--- src/sv/adrda_pkg.sv ---
// ----------------------------------------------------------------------------
// adrda_pkg
// Shared types and constants of the AdaGrad dual-averaging L1 update block.
// ----------------------------------------------------------------------------
package adrda_pkg;

  localparam int unsigned NumCoordsDef = 1024;
  localparam int unsigned FracBitsDef  = 16;
  localparam int unsigned IdxW         = 10;
  localparam int unsigned GradW        = 32;
  localparam int unsigned CfgW         = 31;
  localparam int unsigned SumW         = 48;
  localparam int unsigned SqW          = 64;
  localparam int unsigned StepW        = 32;
  localparam int unsigned CfgIdxW      = 2;

  localparam logic [CfgIdxW-1:0] RegL1Threshold = 2'd0;
  localparam logic [CfgIdxW-1:0] RegStepRate    = 2'd1;
  localparam logic [CfgIdxW-1:0] RegDenomOffset = 2'd2;

  typedef enum logic [3:0] {
    BkIdle,
    BkRead,
    BkAcc,
    BkAvg,
    BkSqrt,
    BkDen,
    BkFact,
    BkMul,
    BkMul2,
    BkOut
  } bk_state_e;

  // Item handed from front to back.
  typedef struct packed {
    logic [IdxW-1:0]         idx;
    logic signed [GradW-1:0] grad;
    logic                    last;
  } item_t;

  // Result word of the output channel.
  typedef struct packed {
    logic [IdxW-1:0]         out_index;
    logic signed [GradW-1:0] weight_value;
    logic                    saturated;
  } result_t;

endpackage

--- src/sv/adrda_front.sv ---
// ----------------------------------------------------------------------------
// adrda_front
// Accepts items, reduces the index and queues them for the back end.
// ----------------------------------------------------------------------------
module adrda_front import adrda_pkg::*; #(
  parameter int unsigned NumCoords = NumCoordsDef
) (
  input  logic                  clk_i,
  input  logic                  rst_ni,
  input  logic                  in_valid_i,
  output logic                  in_ready_o,
  input  logic [IdxW-1:0]       coord_index_i,
  input  logic signed [GradW-1:0] grad_value_i,
  input  logic                  last_in_instance_i,
  output logic                  q_valid_o,
  input  logic                  q_pop_i,
  output item_t                 q_item_o
);
  localparam int unsigned Depth      = 2;
  localparam int unsigned RecipShift = 2 * IdxW;
  localparam logic [RecipShift-1:0] RecipMul = RecipShift'((1 << RecipShift) / NumCoords);
  localparam logic [IdxW:0] NumCoordsW = (IdxW+1)'(NumCoords);

  item_t      buf_q [Depth];
  logic       wp_q, rp_q, wp_d, rp_d;
  logic [1:0] cnt_q, cnt_d;
  logic       push;
  item_t      it;
  logic [IdxW:0] red;
  logic [RecipShift+IdxW-1:0] mprod;
  logic [IdxW-1:0]            qest;
  logic [2*IdxW:0]            qn;

  // Reduce the index modulo the coordinate count: the reciprocal estimate of
  // the quotient is low by at most one, so one conditional subtract finishes.
  always_comb begin
    mprod = (RecipShift+IdxW)'(coord_index_i) * (RecipShift+IdxW)'(RecipMul);
    qest  = mprod[RecipShift +: IdxW];
    qn    = (2*IdxW+1)'(qest) * (2*IdxW+1)'(NumCoordsW);
    red   = {1'b0, coord_index_i};
    if (NumCoords < (1 << IdxW)) begin
      red = {1'b0, coord_index_i} - qn[IdxW:0];
      if (red >= NumCoordsW) begin
        red = red - NumCoordsW;
      end
    end
    it.idx  = red[IdxW-1:0];
    it.grad = grad_value_i;
    it.last = last_in_instance_i;
  end

  assign in_ready_o = (cnt_q != 2'(Depth));
  assign push       = in_valid_i && in_ready_o;
  assign q_valid_o  = (cnt_q != 2'd0);
  assign q_item_o   = buf_q[rp_q];

  always_comb begin
    wp_d  = push ? ~wp_q : wp_q;
    rp_d  = q_pop_i ? ~rp_q : rp_q;
    cnt_d = cnt_q + 2'(push) - 2'(q_pop_i);
  end

  always_ff @(posedge clk_i or negedge rst_ni) begin
    if (!rst_ni) begin
      wp_q  <= 1'b0;
      rp_q  <= 1'b0;
      cnt_q <= 2'd0;
    end else begin
      wp_q  <= wp_d;
      rp_q  <= rp_d;
      cnt_q <= cnt_d;
    end
  end

  always_ff @(posedge clk_i) begin
    if (push) begin
      buf_q[wp_q] <= it;
    end
  end
endmodule

--- config.mk ---
export PLATFORM = sky130hd
export DESIGN_NAME = adrda_front
export DESIGN_NICKNAME = d
export VERILOG_FILES = /design/src/sv/adrda_pkg.sv /design/src/sv/adrda_front.sv
export SDC_FILE = /design/constraint.sdc
export NUM_CORES = 1
export LEC_CHECK = 0
export BUFFER_PORTS_ARGS = -buffer_cell sky130_fd_sc_hd__buf_2
export CAP_MARGIN = 10
export CELL_PAD_IN_SITES_DETAIL_PLACEMENT = 1
export CELL_PAD_IN_SITES_GLOBAL_PLACEMENT = 1
export CORE_AREA = 2 2 92 94
export CTS_CLUSTER_DIAMETER = 80
export DETAILED_ROUTE_END_ITERATION = 10
export DIE_AREA = 0 0 94 96
export GPL_TIMING_DRIVEN = 0
export PLACE_DENSITY = 0.81
export SLEW_MARGIN = 10
export SYNTH_ARGS = -nofsm -noshare
export SYNTH_HDL_FRONTEND = slang
export SYNTH_SLANG_ARGS = --single-unit
--- constraint.sdc ---
create_clock -name clk_i -period 3.7 [get_ports clk_i]
set_clock_uncertainty 0.2 [all_clocks]
set_input_delay 0.555 -clock clk_i [delete_from_list [all_inputs] [get_ports clk_i]]
set_output_delay 0.555 -clock clk_i [all_outputs]
set_load 0.005 [all_outputs]
==> results of run 1 <==
layer usage:
layer / routed length (um) / vias up / track usage
met3: 248 / 5 / 0.0345
li1: - / 796 / -
met4: 56 / 0 / 0.0399
met1: 2360 / 847 / 0.153
met2: 3360 / 50 / 0.261
met5: 0 / - / 0
report_power, final:
| group | switching, mW | internal [mW] |
|---|---|---|
| logic | 0.476 | 0.605 |
| clock network | 0.337 | 0.266 |
| registers | 0.0720 | 1.39 |
registers in the layout, indices dropped and copies added (netlist names):
register / count
buf_q: 86
rp_q: 1
wp_q: 1
cnt_q: 2
cell type report:
type / count / area [um^2] / area share
Tap cell: 105 / 131 / 0.0305
Buffer: 5 / 56.3 / 0.0131
Multi-Input combinational cell: 56 / 744 / 0.173
Timing Repair Buffer: 94 / 505 / 0.118
Clock buffer: 11 / 141 / 0.0329
Clock inverter: 5 / 40.0 / 0.00931
Sequential cell: 90 / 2680 / 0.624
worst min path at each step:
stage,from,to,slack [ps],cells past startpoint
6_report,grad_value_i[23],buf_q[1][24]$_DFFE_PP_,200,1
5_1_grt,grad_value_i[30],buf_q[1][31]$_DFFE_PP_,180,1
4_1_cts,grad_value_i[23],buf_q[1][24]$_DFFE_PP_,180,1
3_5_place_dp,rst_ni,cnt_q[1]$_DFF_PN0_,170,1
3_3_place_gp,rst_ni,cnt_q[1]$_DFF_PN0_,170,1
2_1_floorplan,rst_ni,cnt_q[0]$_DFF_PN0_,60,0
repair_timing:
action | CTS | global route
endpoints found under the hold margin | 4 | 0
hold buffers | 1 | 0
gates resized for setup | 0 | 0
stage by stage:
step	total power [mW]	std cells
floorplan	2.18	151
global placement	2.54	347
detailed placement	2.60	349
CTS	3.21	366
global route	3.33	366
finish	3.15	366
placed cells by master (no fill, tap or decap), drive strengths merged:
master	n
a21bo	1
a21oi	1
and3	1
buf	98
clkbuf	11
clkinv	1
clkinvlp	3
dfrtp	4
dlygate4sd3	1
edfxtp	86
ha	1
inv	1
mux2	43
nand2	1
nand2b	1
nor2	1
nor3b	1
or2	1
xnor2	3
xor2	1
cells in the mapped netlist (all sizes together):
cell type,count,share of area
mux2,43,0.18
nor3b,1,0.0036
or2,1,0.0018
nor2,1,0.0011
a21bo,1,0.0029
xor2,1,0.0025
nand2b,1,0.0018
and3,1,0.0018
dfrtp,4,0.029
edfxtp,86,0.74
xnor2,3,0.0076
buf,5,0.016
ha,1,0.0036
nand2,1,0.0011
a21oi,1,0.0025
worst max-delay path: cells and delay by family (launching register included):
family                 cells  cell delay, ps
muxes                      1             320
DFF                        1             360
buffers and inverters      3             470
cells by family after synthesis:
logic type	synth area share
flops	0.772
mux	0.181
simple gates	0.0112
buf+inv	0.0162
xor+xnor	0.0101
compound gates	0.00540
fa+ha+maj	0.00360
==> run summary, run 1 <==
Pre-CTS setup slack: 1590 ps
Power density over the cells: 732 nW/um^2
Slowest stage cell, crit path: dfrtp_1
H-tree lvl count: 3
Post-synthesis cell area: 3470 um^2
Register area share after synthesis: 0.772
Worst-path fanout max: 10
Crit start category: flip-flop
Reg2reg start: cnt_q[1]$_DFF_PN0_
Static leakage: 1.72 nW
Mapped Cells: 151
Critical R2R Capture: buf_q[0][26]$_DFFE_PP_
Total GRT Usage: 0.138
Post-CTS Setup Bufs: 0
CTS max path bufs: 2
Width of the die: 94 um
WS Path Type: reg -> out
IO Port Bufs: 91
Final Hold Viols: 0
Fin Hold WS: 199 ps
CTS tree: built
RSZ-0062 raised after global routing: false
WP data arrival: 1480 ps
Design Area, Final: 4300 um^2
Worst Hold Class: in -> reg
Netlist cell types: 16
Synth Register Bits: 90
Total CTS buffers: 9
Initial core utilization: 0.432
Crit share post-route: 0.605
Vias after detailed routing: 1698
ANT nets after route: 0
Nets: 304
CTS root buffer: clkbuf_8
Final Critical Period: 2240 ps
Worst-skew pair later-pin latency: 330 ps
Worst setup endpoint: q_item_o[34]
Worst setup margin: 1460 ps
Max-Cap Viols: 0
Clk slew on worst S/H paths: 100 ps
Die Y: 96 um
Post-layout util: 0.534
Pre-antenna DRT Iters: 3
Outcome: completed
Area of the die: 9020 um^2
Average wire per standard cell: 16.5 um
Core area: 8050 um^2
Fraction of layout cells with a size suffix above 1: 0.602
Slowest cell delay on critical path: 360 ps
First-pass GRT wire length: 9200 um
Drt total wl: 6030 um
Depth of the most critical reg-to-reg path: 4
Vias in the first global route: 1843
Crit end category: output pin
I/O pins: 92
Mapped Avg Cell Area: 23.0 um^2
Grt total ovfl: 0
Syn nets: 199
Initial antenna violation count: 0
DP HPWL: 4300 um
Max Clock Freq: 0.447 GHz
Placed inst area: 4110 um^2
Yosys warnings: 0
Synthesis-to-finish area growth: 23.8%
Worst slew pin tran: 557 ps
Final Max Tran Viols: 0
Crit-path cells: buf_6 > buf_6 > mux2_4 > buf_2
Reg2reg setup slack: 1720 ps
N_diodes: 0
Worst Setup SP: rp_q$_DFFE_PN0P_
GP Congestion: 0.653
WP data required: 2940 ps
Largest net degree at the start of global routing: 34
Setup TNS: 0 ps
IR drop worst, VDD: 0.000389 V
Starting DRC count in detailed routing: 50
Rows: 33
Vias/cell: 4.64
CP dominant cell by count: buf_6
Fillers: 778
Sink Count: 90
Slew HR: 0.628
Setup Viol. Count Final: 0
DRC: 0
No activity file was read; power rests on OpenSTA's default activity.
==> run 2, diff against run 1 <==
ABC_AREA = 1   (was unset)
CORE_AREA = 2 2 97 99   (was 2 2 92 94)
DIE_AREA = 0 0 99 101   (was 0 0 94 96)
PLACE_DENSITY = 0.77   (was 0.81)
clock period = 1.9 ns   (was 3.7 ns; I/O delays follow)
==> run 2 against run 1 <==
Compared with the run above: the flow now finishes with violations (negative setup slack); area after synthesis is 1.0% higher; count of clock-buffer cells in the layout is 1 lower; wire length is 12% higher; via count is 13% higher; critical endpoint is now q_item_o[32].
==> run summary, run 2 <==
Die Y: 101 um
Post-synth EDFFs: 86
Post-Place Cells: 365
Width of the die: 99 um
GP Congestion: 0.623
Initial core utilization: 0.391
Vias after detailed routing: 1913
Vias in the first global route: 2109
WP data required: 1410 ps
Worst Hold Class: in -> reg
Yosys warnings: 0
Failing checks: negative setup slack
Outcome: complete, but fails checks
Max FFs per register: 86
Sequential power share: 0.410
Top-count cell post-synth: edfxtp_1
Vias/cell: 4.48
Largest net degree at the start of global routing: 26
Synth area leaders: edfxtp_1, mux2_4, dfrtp_1, buf_12, mux2_2
Crit end category: output pin
IO Port Bufs: 91
Final Max Tran Viols: 0
Starting DRC count in detailed routing: 21
Mapped Avg Cell Area: 21.8 um^2
H-tree lvl count: 3
Pre-CTS setup slack: -96.6 ps
Fillers: 829
Main flop type after synthesis: edfxtp_1
CTS max path bufs: 2
Synth async-reset ratio: 0.0444
First-pass GRT wire length: 10500 um
Worst slew pin tran: 549 ps
Syn nets: 209
Rows: 35
Reg2reg start: cnt_q[0]$_DFF_PN0_
Mapped Cells: 161
Worst-skew pair later-pin latency: 340 ps
Total GRT Usage: 0.141
Post-synthesis cell area: 3510 um^2
Most common cell after layout, fill and taps aside: edfxtp_1
ANT nets after route: 0
Initial antenna violation count: 0
Final Critical Period: 1950 ps
Reg2reg setup slack: 170 ps
Nets: 360
Setup Viol. Count Final: 39
Most frequent cells in the layout: edfxtp_1, buf_2, dlygate4sd3_1
IR drop worst, VDD: 0.000842 V
Depth of the most critical reg-to-reg path: 5
Core area: 8980 um^2
Average wire per standard cell: 15.8 um
Sw frac: 0.270
Pre-antenna DRT Iters: 4
WP data arrival: 1460 ps
Clk pwr share: 0.176
Sink Count: 90
Max Clock Freq: 0.513 GHz
Critical R2R Capture: buf_q[1][8]$_DFFE_PP_
Hold_sp: in_valid_i
Internal power: 5.05 mW
Area of the die: 10000 um^2
Grt total ovfl: 0
Crit share post-route: 1.03
Worst Hold Path EP: wp_q$_DFFE_PN0P_
Switching Power: 1.87 mW
I/O pins: 92
DRC: 0
Reg with most FFs: buf_q
Max-Cap Viols: 0
Tot Pwr: 6.92 mW
Worst-path fanout max: 10
Fraction of layout cells with a size suffix above 1: 0.509
Top cell type's share of synthesized area: 0.736
N_diodes: 0
WS Path Type: reg -> out
CTS tree: built
RSZ-0062 raised after global routing: true
Slew HR: 0.634
Clk slew on worst S/H paths: 80 ps
Crit start category: flip-flop
Drt total wl: 6770 um
Commonest cells in the netlist: edfxtp_1, mux2_4, nand2_1
Worst setup margin: -47.9 ps
Final non-filler cell total: 427
Final Hold Viols: 0
Register area share after synthesis: 0.764
Static leakage: 2.04 nW
Combinational fraction of design power: 0.414
Regs by FF count: buf_q: 86 flops, cnt_q: 2 flops
DP HPWL: 4240 um
CTS root buffer: clkbuf_8
Power density over the cells: 1360 nW/um^2
Post-synth top area cell: edfxtp_1
Synth Register Bits: 90
Total CTS buffers: 9
Worst hold stages: 3
Netlist cell types: 14
Synthesis-to-finish area growth: 44.7%
run 2: layout make-up:
cell class	count	area (um^2)	share of cell area
clock inverters	5	56.3	0.0111
repair buffers	139	1210	0.238
well taps	111	139	0.0273
plain buffers	5	95.1	0.0187
multi-input cells	62	749	0.148
clock buffers	10	128	0.0251
inverters	5	18.8	0.00370
flip-flops and latches	90	2680	0.528
run 2: routing by layer:
layer | global-route usage | part of all wire
met5 | 0 | 0
met4 | 0.0443 | 0.011
met3 | 0.0388 | 0.045
met2 | 0.259 | 0.56
met1 | 0.158 | 0.38
run 2: timing repair:
action,in CTS,in global routing
pin swaps,2,1
cloned,0,1
resized for setup,34,8
hold endpoints to repair,91,0
hold buffers,45,0
setup endpoints to repair,89,68
buffers inserted,1,0
run 2: stage by stage:
stage	instance area (um^2)	utilization	TNS, ps	hold slack [ps]
6_report	5080	0.566	-1480	59.9
5_1_grt	5080	0.566	-4560	61.9
4_1_cts	5020	0.559	-3500	46.8
3_5_place_dp	4170	0.464	-3680	-102
3_3_place_gp	4130	0.460	-31670	-105
2_1_floorplan	3530	-	0	-211
run 2: kinds of logic (layout without fill, tap and decap cells):
kind of cell / count (synthesis) / count (layout) / share of synthesized area
XOR/XNOR: 1 / 1 / 0.00250
AND/OR/NAND/NOR: 15 / 16 / 0.0175
multiplexers: 43 / 43 / 0.180
flip-flops: 90 / 90 / 0.764
AO/OA/AOI/OAI: 1 / 1 / 0.00142
buffers and inverters: 10 / 164 / 0.0314
adder cells (fa/ha/maj): 1 / 1 / 0.00356
run 2: how the worst max path moves through the flow:
stage                       start                      to  slack (ps)
3_3_place_gp   cnt_q[1]$_DFF_PN0_  buf_q[1][30]$_DFFE_PP_        -390
2_1_floorplan  cnt_q[1]$_DFF_PN0_   buf_q[1][0]$_DFFE_PP_          10
4_1_cts          rp_q$_DFFE_PN0P_            q_item_o[22]         -80
6_report         rp_q$_DFFE_PN0P_            q_item_o[32]         -50
3_5_place_dp   cnt_q[1]$_DFF_PN0_  buf_q[1][23]$_DFFE_PP_        -100
5_1_grt          rp_q$_DFFE_PN0P_            q_item_o[15]        -130
run 2: critical path, stage by stage, from the launching register on:
cell and delay, ps:
dfrtp_1 390, buf_8 160, buf_12 150, mux2_4 300
buf_6 120
run 2: power by group through the flow:
| stage | clock, mW | sequential [mW] | combinational (mW) |
|---|---|---|---|
| finish | 1.22 | 2.84 | 2.87 |
| global route | 1.35 | 2.88 | 3.09 |
| CTS | 1.27 | 2.84 | 2.80 |
| detailed placement | 0 | 2.89 | 2.29 |
| global placement | 0 | 2.86 | 2.20 |
| floorplan | 0 | 2.84 | 1.52 |
==> run 3, diff against run 2 <==
BUFFER_PORTS_ARGS = -buffer_cell sky130_fd_sc_hd__buf_4   (was -buffer_cell sky130_fd_sc_hd__buf_2)
CORE_AREA = 2 2 98 100   (was 2 2 97 99)
DIE_AREA = 0 0 100 102   (was 0 0 99 101)
PLACE_DENSITY = 0.76   (was 0.77)
==> run 3 against run 2 <==
Compared with the run above: the flow still finishes with violations (negative setup slack); via count increased by 3.0%; count of clock-buffer cells in the layout down 1; sequential power about the same; largest cell class unchanged.
==> run summary, run 3 (synthesized netlist as in run 2, its figures left out) <==
Design Area, Final: 5220 um^2
Clk pwr share: 0.163
Sink Count: 90
Outcome: complete, but fails checks
I/O pins: 92
Fraction of layout cells with a size suffix above 1: 0.508
GP Congestion: 0.645
Average wire per standard cell: 16.1 um
DP HPWL: 4210 um
Area of the die: 10200 um^2
Drt total wl: 6970 um
Vias in the first global route: 2188
CTS tree: built
WP data required: 1410 ps
Clk slew on worst S/H paths: 90 ps
Crit end category: output pin
Placed inst area: 4390 um^2
Slowest cell delay on critical path: 410 ps
Switching Power: 1.95 mW
Slew HR: 0.606
Sequential power share: 0.407
Final Max Tran Viols: 0
Reg with most FFs: buf_q
Setup Viol. Count Final: 40
Most frequent cells in the layout: edfxtp_1, buf_4, dlygate4sd3_1
Slowest stage cell, crit path: dfrtp_1
WP data arrival: 1490 ps
IO Port Bufs: 91
Starting DRC count in detailed routing: 28
Worst path bufs/invs: 3
Worst Hold Class: in -> async
Synthesis-to-finish area growth: 48.8%
Top delay family on crit path: buffers and inverters
WS Path Type: reg -> out
First-pass GRT wire length: 10900 um
Crit start category: flip-flop
Final Hold Viols: 0
Crit-path cells: buf_12 > buf_12 > mux2_4 > buf_6
Initial antenna violation count: 0
Sw frac: 0.279
Static leakage: 2.11 nW
Worst setup margin: -73.7 ps
Internal power: 5.03 mW
ANT nets after route: 0
CTS max path bufs: 2
Initial core utilization: 0.385
Fillers: 825
CTS root buffer: clkbuf_8
Vias after detailed routing: 1971
Final Critical Period: 1970 ps
H-tree lvl count: 3
Worst Setup SP: rp_q$_DFFE_PN0P_
Crit share post-route: 1.04
Largest net degree at the start of global routing: 28
Pre-antenna DRT Iters: 4
Max Clock Freq: 0.507 GHz
DRC: 0
RSZ-0062 raised after global routing: true
Power density over the cells: 1340 nW/um^2
N_diodes: 0
Max FFs per register: 86
Core area: 9110 um^2
Total GRT Usage: 0.144
Worst slew pin tran: 590 ps
Worst-skew pair later-pin latency: 350 ps
CP dominant cell by count: buf_12
Regs by FF count: buf_q: 86 flops, cnt_q: 2 flops
Reg2reg start: cnt_q[1]$_DFF_PN0_
Worst-path fanout max: 10
Failing checks: negative setup slack
Most common cell after layout, fill and taps aside: edfxtp_1
Die Y: 102 um
Combinational fraction of design power: 0.429
IR drop worst, VDD: 0.000864 V
Nets: 364
Total CTS buffers: 9
Grt total ovfl: 0
Width of the die: 100 um
Vias/cell: 4.56
Max-Cap Viols: 0
Post-layout util: 0.573
Rows: 35
==> run 3: cell count changes in the layout (fill, tap and decap cells not counted), moves of 2 or more <==
cell,change
buf_6,+2
buf_2,-52
buf_4,+54
inv_6,+2
clkinv_1,+2
==> run 3: area by class of cell <==
cell class | count | area (um^2) | share of cell area
multi-input cells | 62 | 748 | 0.143
plain buffers | 5 | 100 | 0.0192
clock buffers | 9 | 124 | 0.0237
inverters | 5 | 18.8 | 0.00359
well taps | 111 | 139 | 0.0266
clock inverters | 7 | 43.8 | 0.00838
repair buffers | 143 | 1370 | 0.262
flip-flops and latches | 90 | 2680 | 0.514
==> run 3: routing by layer <==
metal	vias up	global-route usage	part of all wire
li1	927	-	-
met1	975	0.165	0.39
met2	58	0.265	0.55
met3	11	0.0315	0.042
met4	0	0.0580	0.014
met5	-	0	0
==> run 3: power by group through the flow <==
stage	registers (mW)	clock network, mW	logic, mW
after global placement	2.86	0	2.46
after global routing	2.89	1.28	3.21
after floorplan	2.84	0	1.52
final	2.84	1.14	3.00
after CTS	2.85	1.18	2.99
after detailed placement	2.89	0	2.57
==> run 3: repair_timing <==
item / 4_1_cts / 5_1_grt
endpoints found under the setup margin: 91 / 47
setup buffers: 3 / 1
hold buffers: 46 / 0
cloned: 1 / 0
pin swaps: 1 / 1
resized for setup: 40 / 4
endpoints found under the hold margin: 93 / 0
==> run 3: path summary, 6_finish.rpt <==
path                                          end  slack, ps  cells after the start
max                                  q_item_o[25]        -70                      4
min                              wp_q$_DFFE_PN0P_         70                      2
max reg2reg                buf_q[0][40]$_DFFE_PP_        160                      3
min reg2reg                    cnt_q[0]$_DFF_PN0_        310                      1
max in group asynchronous      cnt_q[1]$_DFF_PN0_       1330                      2
min in group clk_i             cnt_q[0]$_DFF_PN0_        310                      1
==> run 3: metrics by stage <==
stage,setup WS (ps),setup TNS (ps),cells,power (mW),hold WS (ps)
finish,-73.7,-2510,432,6.98,65.5
global route,-137,-5080,432,7.37,44.5
CTS,-101,-3710,431,7.03,46.7
detailed placement,-78.6,-3250,365,5.45,-110
global placement,-406,-32540,363,5.32,-114
floorplan,14.2,0,161,4.36,-211
